--- src/rtl/core/tdp_pkg.sv ---
package tdp_pkg;

	// status returned by the bit-serial remainder unit
	typedef struct packed {
		logic done;
		logic is_zero;
	} tdp_rem_status_t;

endpackage

--- src/rtl/core/tdp_rem_serial.sv ---
module tdp_rem_serial import tdp_pkg::*; #(
	parameter int W = 17
) (
	input  logic            clk,
	input  logic            arst_n,
	input  logic            start,
	input  logic [W-1:0]    dividend,
	input  logic [W-1:0]    divisor,
	output logic            busy,
	output tdp_rem_status_t status
);

	localparam int CW = (W > 1) ? $clog2(W) : 1;

	logic [W-1:0]  rem_q;
	logic [W-1:0]  shift_q;
	logic [W-1:0]  div_q;
	logic [CW-1:0] cnt_q;
	logic          busy_q;
	logic          done_q;

	logic [W:0]    trial;
	logic [W:0]    diff;
	logic [W-1:0]  rem_next;

	// restoring division, one dividend bit per cycle, MSB first
	assign trial    = {rem_q, shift_q[W-1]};
	assign diff     = trial - {1'b0, div_q};
	assign rem_next = diff[W] ? trial[W-1:0] : diff[W-1:0];

	always_ff @(posedge clk or negedge arst_n) begin
		if (!arst_n) begin
			busy_q <= 1'b0;
			done_q <= 1'b0;
			cnt_q  <= '0;
		end else begin
			done_q <= 1'b0;
			if (start) begin
				busy_q <= 1'b1;
				cnt_q  <= '0;
			end else if (busy_q) begin
				cnt_q <= cnt_q + CW'(1);
				if (cnt_q == CW'(W - 1)) begin
					busy_q <= 1'b0;
					done_q <= 1'b1;
				end
			end
		end
	end

	always_ff @(posedge clk) begin
		if (start) begin
			rem_q   <= '0;
			shift_q <= dividend;
			div_q   <= divisor;
		end else if (busy_q) begin
			rem_q   <= rem_next;
			shift_q <= {shift_q[W-2:0], 1'b0};
		end
	end

	assign busy           = busy_q;
	assign status.done    = done_q;
	assign status.is_zero = (rem_q == '0);

	a_no_restart: assert property (@(posedge clk) disable iff (!arst_n)
		start |-> !busy_q && !done_q)
		else $error("remainder unit restarted while busy");

	a_done_after_busy: assert property (@(posedge clk) disable iff (!arst_n)
		done_q |-> $past(busy_q) && !busy_q)
		else $error("remainder done without a run");

	a_rem_below_div: assert property (@(posedge clk) disable iff (!arst_n)
		busy_q && !$past(start) |-> rem_q < div_q)
		else $error("partial remainder not reduced");

endmodule

--- src/rtl/core/trial_division_prime_test_unit.sv ---
// Sequence: a request enters ST_TEST, each odd divisor tried runs a remainder in ST_DIV,
// then ST_FIN loads the result; for VALUE_BITS = 17 the worst case is 180 divisors. Even values
// and values below 9 try no divisor. A waiting result holds the sequencer in its last state.
// Throughput: one request at a time, the next taken in the cycle after the result loads; the
// bit-serial remainder unit (one bit per cycle) sets the pace. A new request is taken
// while a result waits. Reset (arst_n, asynchronous, active low) clears sequencer and valid.
module trial_division_prime_test_unit import tdp_pkg::*; #(
	parameter int VALUE_BITS = 17
) (
	input  logic                  clk,
	input  logic                  arst_n,
	input  logic                  in_valid,
	output logic                  in_ready,
	input  logic [VALUE_BITS-1:0] candidate,
	output logic                  out_valid,
	input  logic                  out_ready,
	output logic [VALUE_BITS-1:0] tested_value,
	output logic                  prime_flag
);

	localparam int W  = VALUE_BITS;
	localparam int SW = VALUE_BITS + 2;

	localparam logic [1:0] ST_IDLE = 2'd0;
	localparam logic [1:0] ST_TEST = 2'd1;
	localparam logic [1:0] ST_DIV  = 2'd2;
	localparam logic [1:0] ST_FIN  = 2'd3;

	logic [1:0]    state_q;
	logic [W-1:0]  n_q;
	logic [W-1:0]  d_q;
	logic [SW-1:0] sq_q;
	logic          res_q;
	logic          out_valid_q;
	logic [W-1:0]  out_value_q;
	logic          out_flag_q;

	logic            rem_start;
	logic            rem_busy;
	tdp_rem_status_t rem_status;

	logic in_fire;
	logic out_load;
	logic small_n;
	logic bound_hit;

	assign in_fire   = in_valid && (state_q == ST_IDLE);
	assign out_load  = (state_q == ST_FIN) && (!out_valid_q || out_ready);
	assign small_n   = (n_q[W-1:2] == '0);
	assign bound_hit = ({2'b00, n_q} < sq_q);
	assign rem_start = (state_q == ST_TEST) && !small_n && n_q[0] && !bound_hit;

	tdp_rem_serial #(.W(W)) u_rem (
		.clk      (clk),
		.arst_n   (arst_n),
		.start    (rem_start),
		.dividend (n_q),
		.divisor  (d_q),
		.busy     (rem_busy),
		.status   (rem_status)
	);

	always_ff @(posedge clk or negedge arst_n) begin
		if (!arst_n) begin
			state_q     <= ST_IDLE;
			out_valid_q <= 1'b0;
		end else begin
			if (out_load) begin
				out_valid_q <= 1'b1;
			end else if (out_ready) begin
				out_valid_q <= 1'b0;
			end
			case (state_q)
				ST_IDLE: begin
					if (in_fire) begin
						state_q <= ST_TEST;
					end
				end
				ST_TEST: begin
					state_q <= rem_start ? ST_DIV : ST_FIN;
				end
				ST_DIV: begin
					if (rem_status.done) begin
						state_q <= rem_status.is_zero ? ST_FIN : ST_TEST;
					end
				end
				ST_FIN: begin
					if (out_load) begin
						state_q <= ST_IDLE;
					end
				end
				default: state_q <= ST_IDLE;
			endcase
		end
	end

	always_ff @(posedge clk) begin
		if (in_fire) begin
			n_q  <= candidate;
			d_q  <= W'(3);
			sq_q <= SW'(9);
		end
		if (state_q == ST_TEST && !rem_start) begin
			// below four only two and three are prime; otherwise odd means the bound was passed
			if (small_n) begin
				res_q <= n_q[1];
			end else begin
				res_q <= n_q[0];
			end
		end
		if (state_q == ST_DIV && rem_status.done) begin
			res_q <= 1'b0;
			// advance to the next odd divisor: (d+2)^2 = d^2 + 4d + 4
			d_q   <= d_q + W'(2);
			sq_q  <= sq_q + {d_q, 2'b00} + SW'(4);
		end
		if (out_load) begin
			out_value_q <= n_q;
			out_flag_q  <= res_q;
		end
	end

	assign in_ready     = (state_q == ST_IDLE);
	assign out_valid    = out_valid_q;
	assign tested_value = out_value_q;
	assign prime_flag   = out_flag_q;

	a_prime_odd_or_two: assert property (@(posedge clk) disable iff (!arst_n)
		out_valid && prime_flag |-> tested_value[0] || tested_value == W'(2))
		else $error("even value other than two flagged prime");

	a_prime_not_small: assert property (@(posedge clk) disable iff (!arst_n)
		out_valid && prime_flag |-> tested_value > W'(1))
		else $error("zero or one flagged prime");

	a_done_in_div: assert property (@(posedge clk) disable iff (!arst_n)
		rem_status.done |-> state_q == ST_DIV)
		else $error("remainder result outside divide state");

	a_divisor_odd: assert property (@(posedge clk) disable iff (!arst_n)
		(state_q == ST_DIV) |-> d_q[0] && (rem_busy || rem_status.done || $past(rem_start)))
		else $error("divide state without an odd divisor in flight");

endmodule
--- config.mk ---
export PLATFORM = sky130hd
export DESIGN_NAME = trial_division_prime_test_unit
export DESIGN_NICKNAME = d
export VERILOG_FILES = /design/src/rtl/core/tdp_pkg.sv /design/src/rtl/core/tdp_rem_serial.sv /design/src/rtl/core/trial_division_prime_test_unit.sv
export SDC_FILE = /design/constraint.sdc
export NUM_CORES = 1
export LEC_CHECK = 0
export ABC_CLOCK_PERIOD_IN_PS = 3600
export BUFFER_PORTS_ARGS = -buffer_cell sky130_fd_sc_hd__buf_4
export CAP_MARGIN = 20
export CORE_ASPECT_RATIO = 0.75
export CORE_MARGIN = 4
export CORE_UTILIZATION = 31
export CTS_CLUSTER_DIAMETER = 30
export DETAILED_ROUTE_END_ITERATION = 10
export MAX_ROUTING_LAYER = met4
export PLACE_DENSITY = 0.42
export SLEW_MARGIN = 20
export SYNTH_ARGS = -nofsm -noshare
export SYNTH_HDL_FRONTEND = slang
export SYNTH_SLANG_ARGS = --single-unit
--- constraint.sdc ---
create_clock -name clk -period 3.6 [get_ports clk]
set_clock_uncertainty 0.2 [all_clocks]
set_input_delay 0 -clock clk [delete_from_list [all_inputs] [get_ports clk]]
set_output_delay 0 -clock clk [all_outputs]
set_load 0.01 [all_outputs]
### After elaboration in Yosys (flattened, before gate mapping)

Index checks and enable logic that the tools add are counted.

* register bits: 133
* output and inout port bits: 20
* logic and storage cells: 70

* add/sub/neg operators: 5
* $lt $le $gt $ge: 1
* eq/ne operators: 7
* multiplexer cells: 24
* reduce and logical (&&, ||, !) cells: 19

Operator list (number)
* two-way mux 17 bit: 5
* two-way mux 19 bit: 2
* adder 19 bit: 1
* adder 19 x 3 -> 19 bit (second input constant): 1
* less-than comparator 17 x 19 -> 1 bit: 1
* subtractor 18 x 17 -> 18 bit: 1
* adder 17 x 2 -> 17 bit (second input constant): 1
* logical NOT 17 bit: 1
* logical NOT 15 bit: 1
* two-way mux 1 bit: 10
* two-way mux 5 bit: 2
* two-way mux 2 bit: 4
* case mux 2 bit (4 select lines): 1
* logical AND 1 bit: 7
* nonzero test 2 bit: 3
* adder 5 x 1 -> 5 bit (second input constant): 1
* equality test 5 bit (second input constant): 1
* equality test 2 bit (second input constant): 2
* logical NOT 1 bit: 4
* != test 2 x 1 -> 1 bit (second input constant): 2
* AND reduction 3 bit: 1
* equality test 2 x 1 -> 1 bit (second input constant): 1
* logical NOT 2 bit: 1
* != test 2 bit (second input constant): 1
* logical OR 1 bit: 1

### Depth between registers and ports, before layout

Gate-level depths: netlist of run 1.

* word-level depth: 7
* depth in mapped cells: 11
* gate-level depth less buffers: 10

### Modules after synthesis

Synthesis of run 1 repeated with hierarchy kept, for this count alone.

* cell total of the unflattened synthesis: 686
* area total of the unflattened synthesis: 7415.9 um^2

By module, submodules not included
* trial_division_prime_test_unit: instances 1, cells an instance 337, area each 3965.1 um^2
* tdp_rem_serial: instances 1, cells an instance 349, area each 3450.8 um^2

### Worst setup path after synthesis of run 1

Ideal clock, no wire load.

* path type: register -> register
* start point: reg d_q[2]
* end point: reg sq_q[16], data pin
* data arrival time: 2.625 ns
* setup slack: 0.505 ns
* stages on the path, launching flop included: 10
* period minus slack after synthesis: 3.095 ns
* cells stage by stage: edfxtp_1 ha_1 ha_1 a21o_1 a21o_1 a2111oi_2 o31ai_1 a2111oi_0 or3_1 a21oi_1

* cells in the longest elaborated chain, start to end: 3

Ends and longest elaborated chain
* start, declared: RTL line trial_division_prime_test_unit.sv:31 `logic [W-1:0] d_q;`
* start signal, assigned: RTL line trial_division_prime_test_unit.sv:114 `d_q <= d_q + W'(2);`
* adder 19 bit: RTL line trial_division_prime_test_unit.sv:115 `sq_q <= sq_q + {d_q, 2'b00} + SW'(4);`
* adder 19 x 3 -> 19 bit: RTL line trial_division_prime_test_unit.sv:115
* two-way mux 19 bit: RTL line trial_division_prime_test_unit.sv:111 `if (state_q == ST_DIV && rem_status.done) begin`
* end signal, assigned: RTL line trial_division_prime_test_unit.sv:115
* end, declared: RTL line trial_division_prime_test_unit.sv:32 `logic [SW-1:0] sq_q;`

No other way between the ends.
A chain may end at the register's enable or synchronous reset.

### Final worst setup path of run 1

Same ends and word-level chain as after synthesis.

==> key figures, run 1 <==
Global routing
  – Global router's overall resource usage: 13.9%
  – Number of global-route vias before repair: 4846
  – Initial antenna violation count: 0
  – First-pass GRT wire length: 26900 um
  – Total congestion overflow: 0
  – Maximum number of pins on one net before global-route repair: 33

Synthesis
  – Dominant cells by area after synthesis: sky130_fd_sc_hd__edfxtp_1 (43%), sky130_fd_sc_hd__ha_1 (11%), sky130_fd_sc_hd__dfxtp_1 (5.1%), sky130_fd_sc_hd__dfrtp_1 (3.6%), sky130_fd_sc_hd__nor2_1 (3.0%)
  – Synthesized net count: 701
  – Share of the yosys chip area belonging to registers: around half
  – Synth Warn #: 0
  – Cell type contributing the most total cell area after synthesis: sky130_fd_sc_hd__edfxtp_1
  – Fraction of registers with async set/reset: under 10%
  – Average size of a mapped cell: about 11 um^2
  – Main synth FF type: sky130_fd_sc_hd__edfxtp_1
  – Library cell with the highest instance count after synthesis: sky130_fd_sc_hd__edfxtp_1
  – Adder-cell share of the synthesized area: around 12%
  – Simple-gate area share of the yosys netlist: 12.5%
  – Area share of the leading cell type in the synthesized netlist: 42.8%
  – Mapped cell area: 7020 um^2
  – Most frequent cells after synthesis: sky130_fd_sc_hd__edfxtp_1 (100), sky130_fd_sc_hd__ha_1 (62), sky130_fd_sc_hd__nor2_1 (57)
  – Fraction of synthesized area in multiplexers: 4.28%
  – Number of flops mapped to enable cells by yosys: 100
  – Gate count of the mapped netlist: 616
  – Number of synthesized register bits: 128
  – XOR/XNOR share of the synthesized area: 4.74%
  – Distinct cells, synth: between 50 and 60
  – Combinational family with the most area after synthesis: simple AND/OR/NAND/NOR gates
  – Share of the synthesized area in compound gates (AO/OA/AOI/OAI): 12.1%

Finish
  – Filler instances: 2169
  – Final non-filler cell total: 999
  – Synthesis-to-layout area growth: 21.6%
  – Antenna cell count: 0
  – Fraction of final layout cells with drive strength greater than 1: ~15%
  – Number of nets in the layout: between 700 and 800
  – Final Util: 38.5%

Hold path
  – Worst Hold Class: in2reg

Routing
  – Vias per cell: ~4.9
  – First-pass DRT Iterations: 4
  – Count of nets left with antenna violations after detail routing: 0
  – Total Wirelength: 16600 um
  – DR vias: 4927
  – Post-detailed-route wirelength per cell: approximately 17 um
  – Initial DRC count: between 300 and 400
  – Drt drc: 0

Placement
  – Number of instances in the placed design: 945
  – Final weighted congestion of routability-driven global placement: 0.848
  – Placed wire-length estimate: 12200 um
  – Input/output buffers: 40

Timing
  – Maximum operating frequency: 302 MHz
  – Fin. Hold Viols: 0
  – Unrepaired setup endpoints after global routing: no
  – Relative slew margins: between 50 and 60%
  – Post-route minimum period: about 3.3 ns
  – Setup violations, final: 0
  – Tightest Pin Transition: 0.714 ns
  – Final Cycle Share: 92.1%
  – Number of max-slew violations in the final report: 0
  – Total Negative Setup Slacks: 0 ns

Clock tree
  – Root buffer selected by CTS: sky130_fd_sc_hd__clkbuf_16
  – Buffer depth of the longest clock path: 2
  – Number of H-tree levels: 4
  – Total clock sinks: 128
  – Clock slew at reported path FFs: 0.06 ns
  – CTS tree: yes
  – Total CTS buffers: 17
  – Clock insertion delay at the later pin of the skew report: approximately 0.42 ns

Critical path
  – Slack of the worst reg-to-reg path: 0.28 ns
  – Arrival time of data at the critical path endpoint: 3.28 ns
  – Critical Path RT: between 3 and 4 ns
  – Startpoint types: flop
  – Type of the worst setup path: reg2reg
  – Maximum fanout encountered on the critical timing path: 4
  – Kind of capture point of the worst setup path: flop

Pwr
  – Power per cell area: around 780 nW/um^2
  – Internal power consumption: 4.18 mW
  – Largest voltage drop on the vdd net: approximately 300 uV
  – P_sw: 2.45 mW
  – Clk network pwr share: 26.3%
  – Leak: between 3 and 4 nW
  – Comb pwr share: between 30 and 40%
  – Sequential share of power: 36.8%
  – Proportion of total power due to net switching: 37.0%

Floorplanning
  – Die height: 138 um
  – Core area: 22200 um^2
  – Top-Level Pins: a little over 40
  – Cell row count: 47
  – X dimension of the die: ~180 um
  – Die Outline Area: 25200 um^2
  – Effective utilization at floorplan: 31.7%

Run status
  – Outcome: finished clean

Job
  – Max-Cap Viols: 0
[per-layer routing]
layer	vias up	GRT usage [%]	wire length (um)
met5	-	-	0
met2	78	18.4	6710
met1	2401	21.4	9060
met3	11	3.02	643
met4	0	3.20	157
li1	2437	-	-
[area by class of cell]
type                    instances  area (um^2)  area share, %
inverters                      45          169           1.98
well taps                     294          368           4.31
flip-flops and latches        128         3610           42.3
multi-input cells             426         3190           37.4
clock buffers                  17          425           4.98
repair buffers                 74          611           7.15
clock inverters                15          164           1.92
[kinds of logic (layout without fill, tap and decap cells)]
kind of cell,Yosys count,in the layout
simple gates,173,173
xor+xnor,38,38
flops,128,128
compound gates,123,123
fa+ha+maj,64,64
mux,28,28
buf+inv,62,151
[state kept, by name, summed over array words and instances, names as in the netlist, 2 cells and up]
register       cells
n_q               17
u_rem.rem_q       17
u_rem.shift_q     17
u_rem.div_q       16
d_q               16
tested_value      17
state_q            2
u_rem.cnt_q        5
sq_q              16
[metrics by stage]
| step | setup slack [ns] | cell area, um^2 | power, mW | hold WS (ns) |
|---|---|---|---|---|
| CTS | 0.105 | 8530 | 6.69 | 0.0741 |
| global placement | 0.239 | 7720 | 4.84 | -0.367 |
| global route | 0.106 | 8540 | 7.14 | 0.0881 |
| finish | 0.285 | 8540 | 6.62 | 0.0958 |
| detailed placement | 0.119 | 7720 | 4.88 | -0.366 |
| floorplan | 0.505 | 7020 | 4.18 | -0.496 |
[worst max-delay path: stages (launching register included)]
cell and delay [ns]:
sky130_fd_sc_hd__edfxtp_1 0.45, sky130_fd_sc_hd__ha_1 0.35, sky130_fd_sc_hd__ha_1 0.29, sky130_fd_sc_hd__a21o_1 0.18, sky130_fd_sc_hd__a21o_1 0.22, sky130_fd_sc_hd__a2111oi_4 0.44, sky130_fd_sc_hd__o31ai_1 0.20, sky130_fd_sc_hd__a2111oi_1 0.50
sky130_fd_sc_hd__or3_1 0.17, sky130_fd_sc_hd__a21oi_1 0.05
[placed cells by master (no fill, tap or decap), types with 8 or more instances in the layout]
cell type                       synthesis  layout
sky130_fd_sc_hd__a211oi_1              15      15
sky130_fd_sc_hd__a21o_1                19      19
sky130_fd_sc_hd__a21oi_1               23      23
sky130_fd_sc_hd__and3_1                10      10
sky130_fd_sc_hd__buf_4                  0      52
sky130_fd_sc_hd__clkbuf_16              0      17
sky130_fd_sc_hd__dfrtp_1               10      10
sky130_fd_sc_hd__dfxtp_1               18      18
sky130_fd_sc_hd__dlygate4sd3_1          0      22
sky130_fd_sc_hd__edfxtp_1             100     100
sky130_fd_sc_hd__ha_1                  62      62
sky130_fd_sc_hd__inv_1                 45      45
sky130_fd_sc_hd__mux2_2                16      16
sky130_fd_sc_hd__mux2i_1               12      12
sky130_fd_sc_hd__nand2_1               25      25
sky130_fd_sc_hd__nand2b_1               8       8
sky130_fd_sc_hd__nand3_1               13      13
sky130_fd_sc_hd__nand4_1                9       9
sky130_fd_sc_hd__nor2_1                57      57
sky130_fd_sc_hd__nor3_1                12      12
sky130_fd_sc_hd__o21ai_0               20      19
sky130_fd_sc_hd__xnor2_1               18      18
sky130_fd_sc_hd__xor2_1                20      20
[power by group through the flow]
stage | Clock, mW | Sequential, mW | Combinational [mW]
floorplan | 0 | 2.32 | 1.86
global placement | 0 | 2.47 | 2.37
detailed placement | 0 | 2.47 | 2.41
CTS | 1.79 | 2.44 | 2.46
global route | 1.86 | 2.50 | 2.79
finish | 1.74 | 2.43 | 2.45
[what timing repair did]
action,in CTS,in global routing
hold buffers,22,0
setup endpoints to repair,0,2
hold endpoints to repair,30,0
setup buffers,0,0
resized for setup,0,3
[worst paths after layout]
path | depth (start not counted) | end | from
setup / recovery | 9 | sq_q[16] | d_q[2]
hold / removal | 2 | n_q[12] | candidate[12]
setup reg to reg | 9 | sq_q[16] | d_q[2]
hold reg to reg | 0 | prime_flag | res_q
max in group asynchronous | 3 | out_valid | arst_n
min in group asynchronous | 3 | u_rem.cnt_q[3] | arst_n
No activity file was read; power rests on OpenSTA's default activity.
==> run 2: changes to the inputs <==
CORE_UTILIZATION = 55   (was 31)
PLACE_DENSITY = 0.69   (was 0.42)
REMOVE_ABC_BUFFERS = 1   (was not set)
==> run 2 against run 1 <==
  * Routed wire length shrank 8.8%
  * Cell count down 13%
  * Clock power down 5%
  * Sequential share of layout area increased by 1.1 points
  * Design area shrank 2.5%
  * Worst hold slack better by 0.0098 ns
==> key figures, run 2 (same netlist as run 1, synthesis figures left out) <==
Critical path
  – Worst stage delay on the critical path: 0.48 ns
  – Type of the worst setup path: reg2reg
  – Critical Path RT: 3.56 ns
  – Crit-path slowest cell: sky130_fd_sc_hd__a2111oi_2
  – Kind of capture point of the worst setup path: flop
  – Maximum fanout encountered on the critical timing path: 4
  – Cell family contributing the most delay on the critical path: compound AO/OA/AOI/OAI gates
  – Arrival time of data at the critical path endpoint: 3.25 ns
  – CP cell instances: ha_1 > ha_1 > a21o_1 > a21o_1 > a2111oi_2 > o31ai_1 > a2111oi_2 > or3_1 > a21oi_1
  – Startpoint types: flop
  – Buffers & Inverters on Critical Path: 0

Clock tree
  – Buffers inserted by post-CTS timing repair: 0
  – Buffer depth of the longest clock path: 2
  – Number of H-tree levels: 4
  – CTS tree: yes
  – Clock slew at reported path FFs: 0.07 ns
  – Total clock sinks: 128
  – Clock insertion delay at the later pin of the skew report: 0.42 ns
  – Total CTS buffers: 17
  – Root buffer selected by CTS: sky130_fd_sc_hd__clkbuf_16

Finish
  – Antenna cell count: 0
  – Number of nets in the layout: 774
  – Synthesis-to-layout area growth: 18.6%
  – Final non-filler cell total: 868
  – Final Util: 67.2%
  – Most common cell after layout, fill and taps aside: sky130_fd_sc_hd__edfxtp_1
  – Final Cell Area: 8330 um^2
  – Commonest non-fill, non-tap cells in the layout: sky130_fd_sc_hd__edfxtp_1 (100), sky130_fd_sc_hd__ha_1 (62), sky130_fd_sc_hd__nor2_1 (57)
  – Fraction of final layout cells with drive strength greater than 1: 15.2%

Routing
  – Initial DRC count: 317
  – Vias per cell: 5.65
  – Post-detailed-route wirelength per cell: about 17 um
  – Drt drc: 0
  – DR vias: 4902
  – First-pass DRT Iterations: 4
  – Total Wirelength: about 15000 um
  – Count of nets left with antenna violations after detail routing: 0

Floorplanning
  – X dimension of the die: about 140 um
  – Effective utilization at floorplan: about 57%
  – Die Outline Area: 14700 um^2
  – Die height: 106 um
  – Top-Level Pins: 41
  – Cell row count: 35
  – Core area: ~12000 um^2

Global routing
  – Initial antenna violation count: 0
  – Number of global-route vias before repair: 4922
  – First-pass GRT wire length: 25100 um
  – Global router's overall resource usage: 21.9%
  – Maximum number of pins on one net before global-route repair: 33
  – Total congestion overflow: 0

Pwr
  – Largest voltage drop on the vdd net: 422 uV
  – Total power consumption of the routed design: 6.52 mW
  – Power per cell area: 782 nW/um^2
  – Leak: 3.43 nW

Job
  – Max-Cap Viols: 0

Placement
  – Post-place instance area: 7550 um^2
  – Placed wire-length estimate: 10700 um
  – Number of instances in the placed design: 815
  – Post-placement setup slack: 0.197 ns
  – Input/output buffers: 40
  – Final weighted congestion of routability-driven global placement: 0.877

Timing
  – Maximum operating frequency: 304 MHz
  – Total Negative Setup Slacks: 0 ns
  – Unrepaired setup endpoints after global routing: no
  – WHS: ~0.11 ns
  – Post-route minimum period: between 3 and 4 ns
  – Relative slew margins: 47.8%
  – Final Cycle Share: 91.4%
  – Number of max-slew violations in the final report: 0
  – Fin. Hold Viols: 0
  – Least setup slack across all paths after layout: between 0.3 and 0.4 ns
  – Setup violations, final: 0
  – Tightest Pin Transition: 0.783 ns

Run status
  – Outcome: finished clean

Hold path
  – Worst Hold Class: in2reg
-- run 2: changes by cell type in the layout (fill, tap and decap cells not counted), moves of 2 or more --
cell / before / now
sky130_fd_sc_hd__buf_4: 52 / 50
sky130_fd_sc_hd__clkinvlp_4: 3 / 1
sky130_fd_sc_hd__clkinv_4: 0 / 3
sky130_fd_sc_hd__a2111oi_2: 0 / 2
-- run 2: final cells by class --
cell class | count | area, um^2
multi-input combinational | 426 | 3190
clock inverter | 15 | 146
inverter | 45 | 169
tap | 166 | 208
fill | 919 | 4060
clock buffer | 17 | 425
sequential | 128 | 3610
timing repair buffer | 71 | 586
-- run 2: final timing paths --
check                              start            to  slack [ns]  depth (start not counted)
max                               d_q[2]      sq_q[16]        0.31                          9
min                        candidate[13]       n_q[13]        0.11                          2
max reg2reg                       d_q[2]      sq_q[16]        0.31                          9
min reg2reg                        res_q    prime_flag        0.28                          0
max in group asynchronous         arst_n  u_rem.done_q        2.51                          3
min in group asynchronous         arst_n    state_q[1]        0.39                          3
-- run 2: layer usage --
metal / GRT usage, % / share of wire, % / up-vias
met5: - / 0 / -
met4: 6.49 / 0.99 / 0
met3: 4.04 / 3.3 / 16
met2: 34.3 / 47 / 85
met1: 29.6 / 48 / 2364
li1: - / - / 2437
-- run 2: worst reg2reg max path, stage by stage (launching register included) --
cell,delay (ns)
sky130_fd_sc_hd__edfxtp_1,0.46
sky130_fd_sc_hd__ha_1,0.35
sky130_fd_sc_hd__ha_1,0.29
sky130_fd_sc_hd__a21o_1,0.18
sky130_fd_sc_hd__a21o_1,0.21
sky130_fd_sc_hd__a2111oi_2,0.48
sky130_fd_sc_hd__o31ai_1,0.24
sky130_fd_sc_hd__a2111oi_2,0.42
sky130_fd_sc_hd__or3_1,0.16
sky130_fd_sc_hd__a21oi_1,0.05
-- run 2: repair_timing --
action | CTS | global route
hold buffers | 21 | 0
setup endpoints to repair | 0 | 1
gates resized for setup | 0 | 2
endpoints found under the hold margin | 31 | 0
-- run 2: report_power, final --
group          internal (mW)  switching [mW]
clock network          0.919           0.735
logic                   1.10            1.32
registers               2.07           0.367
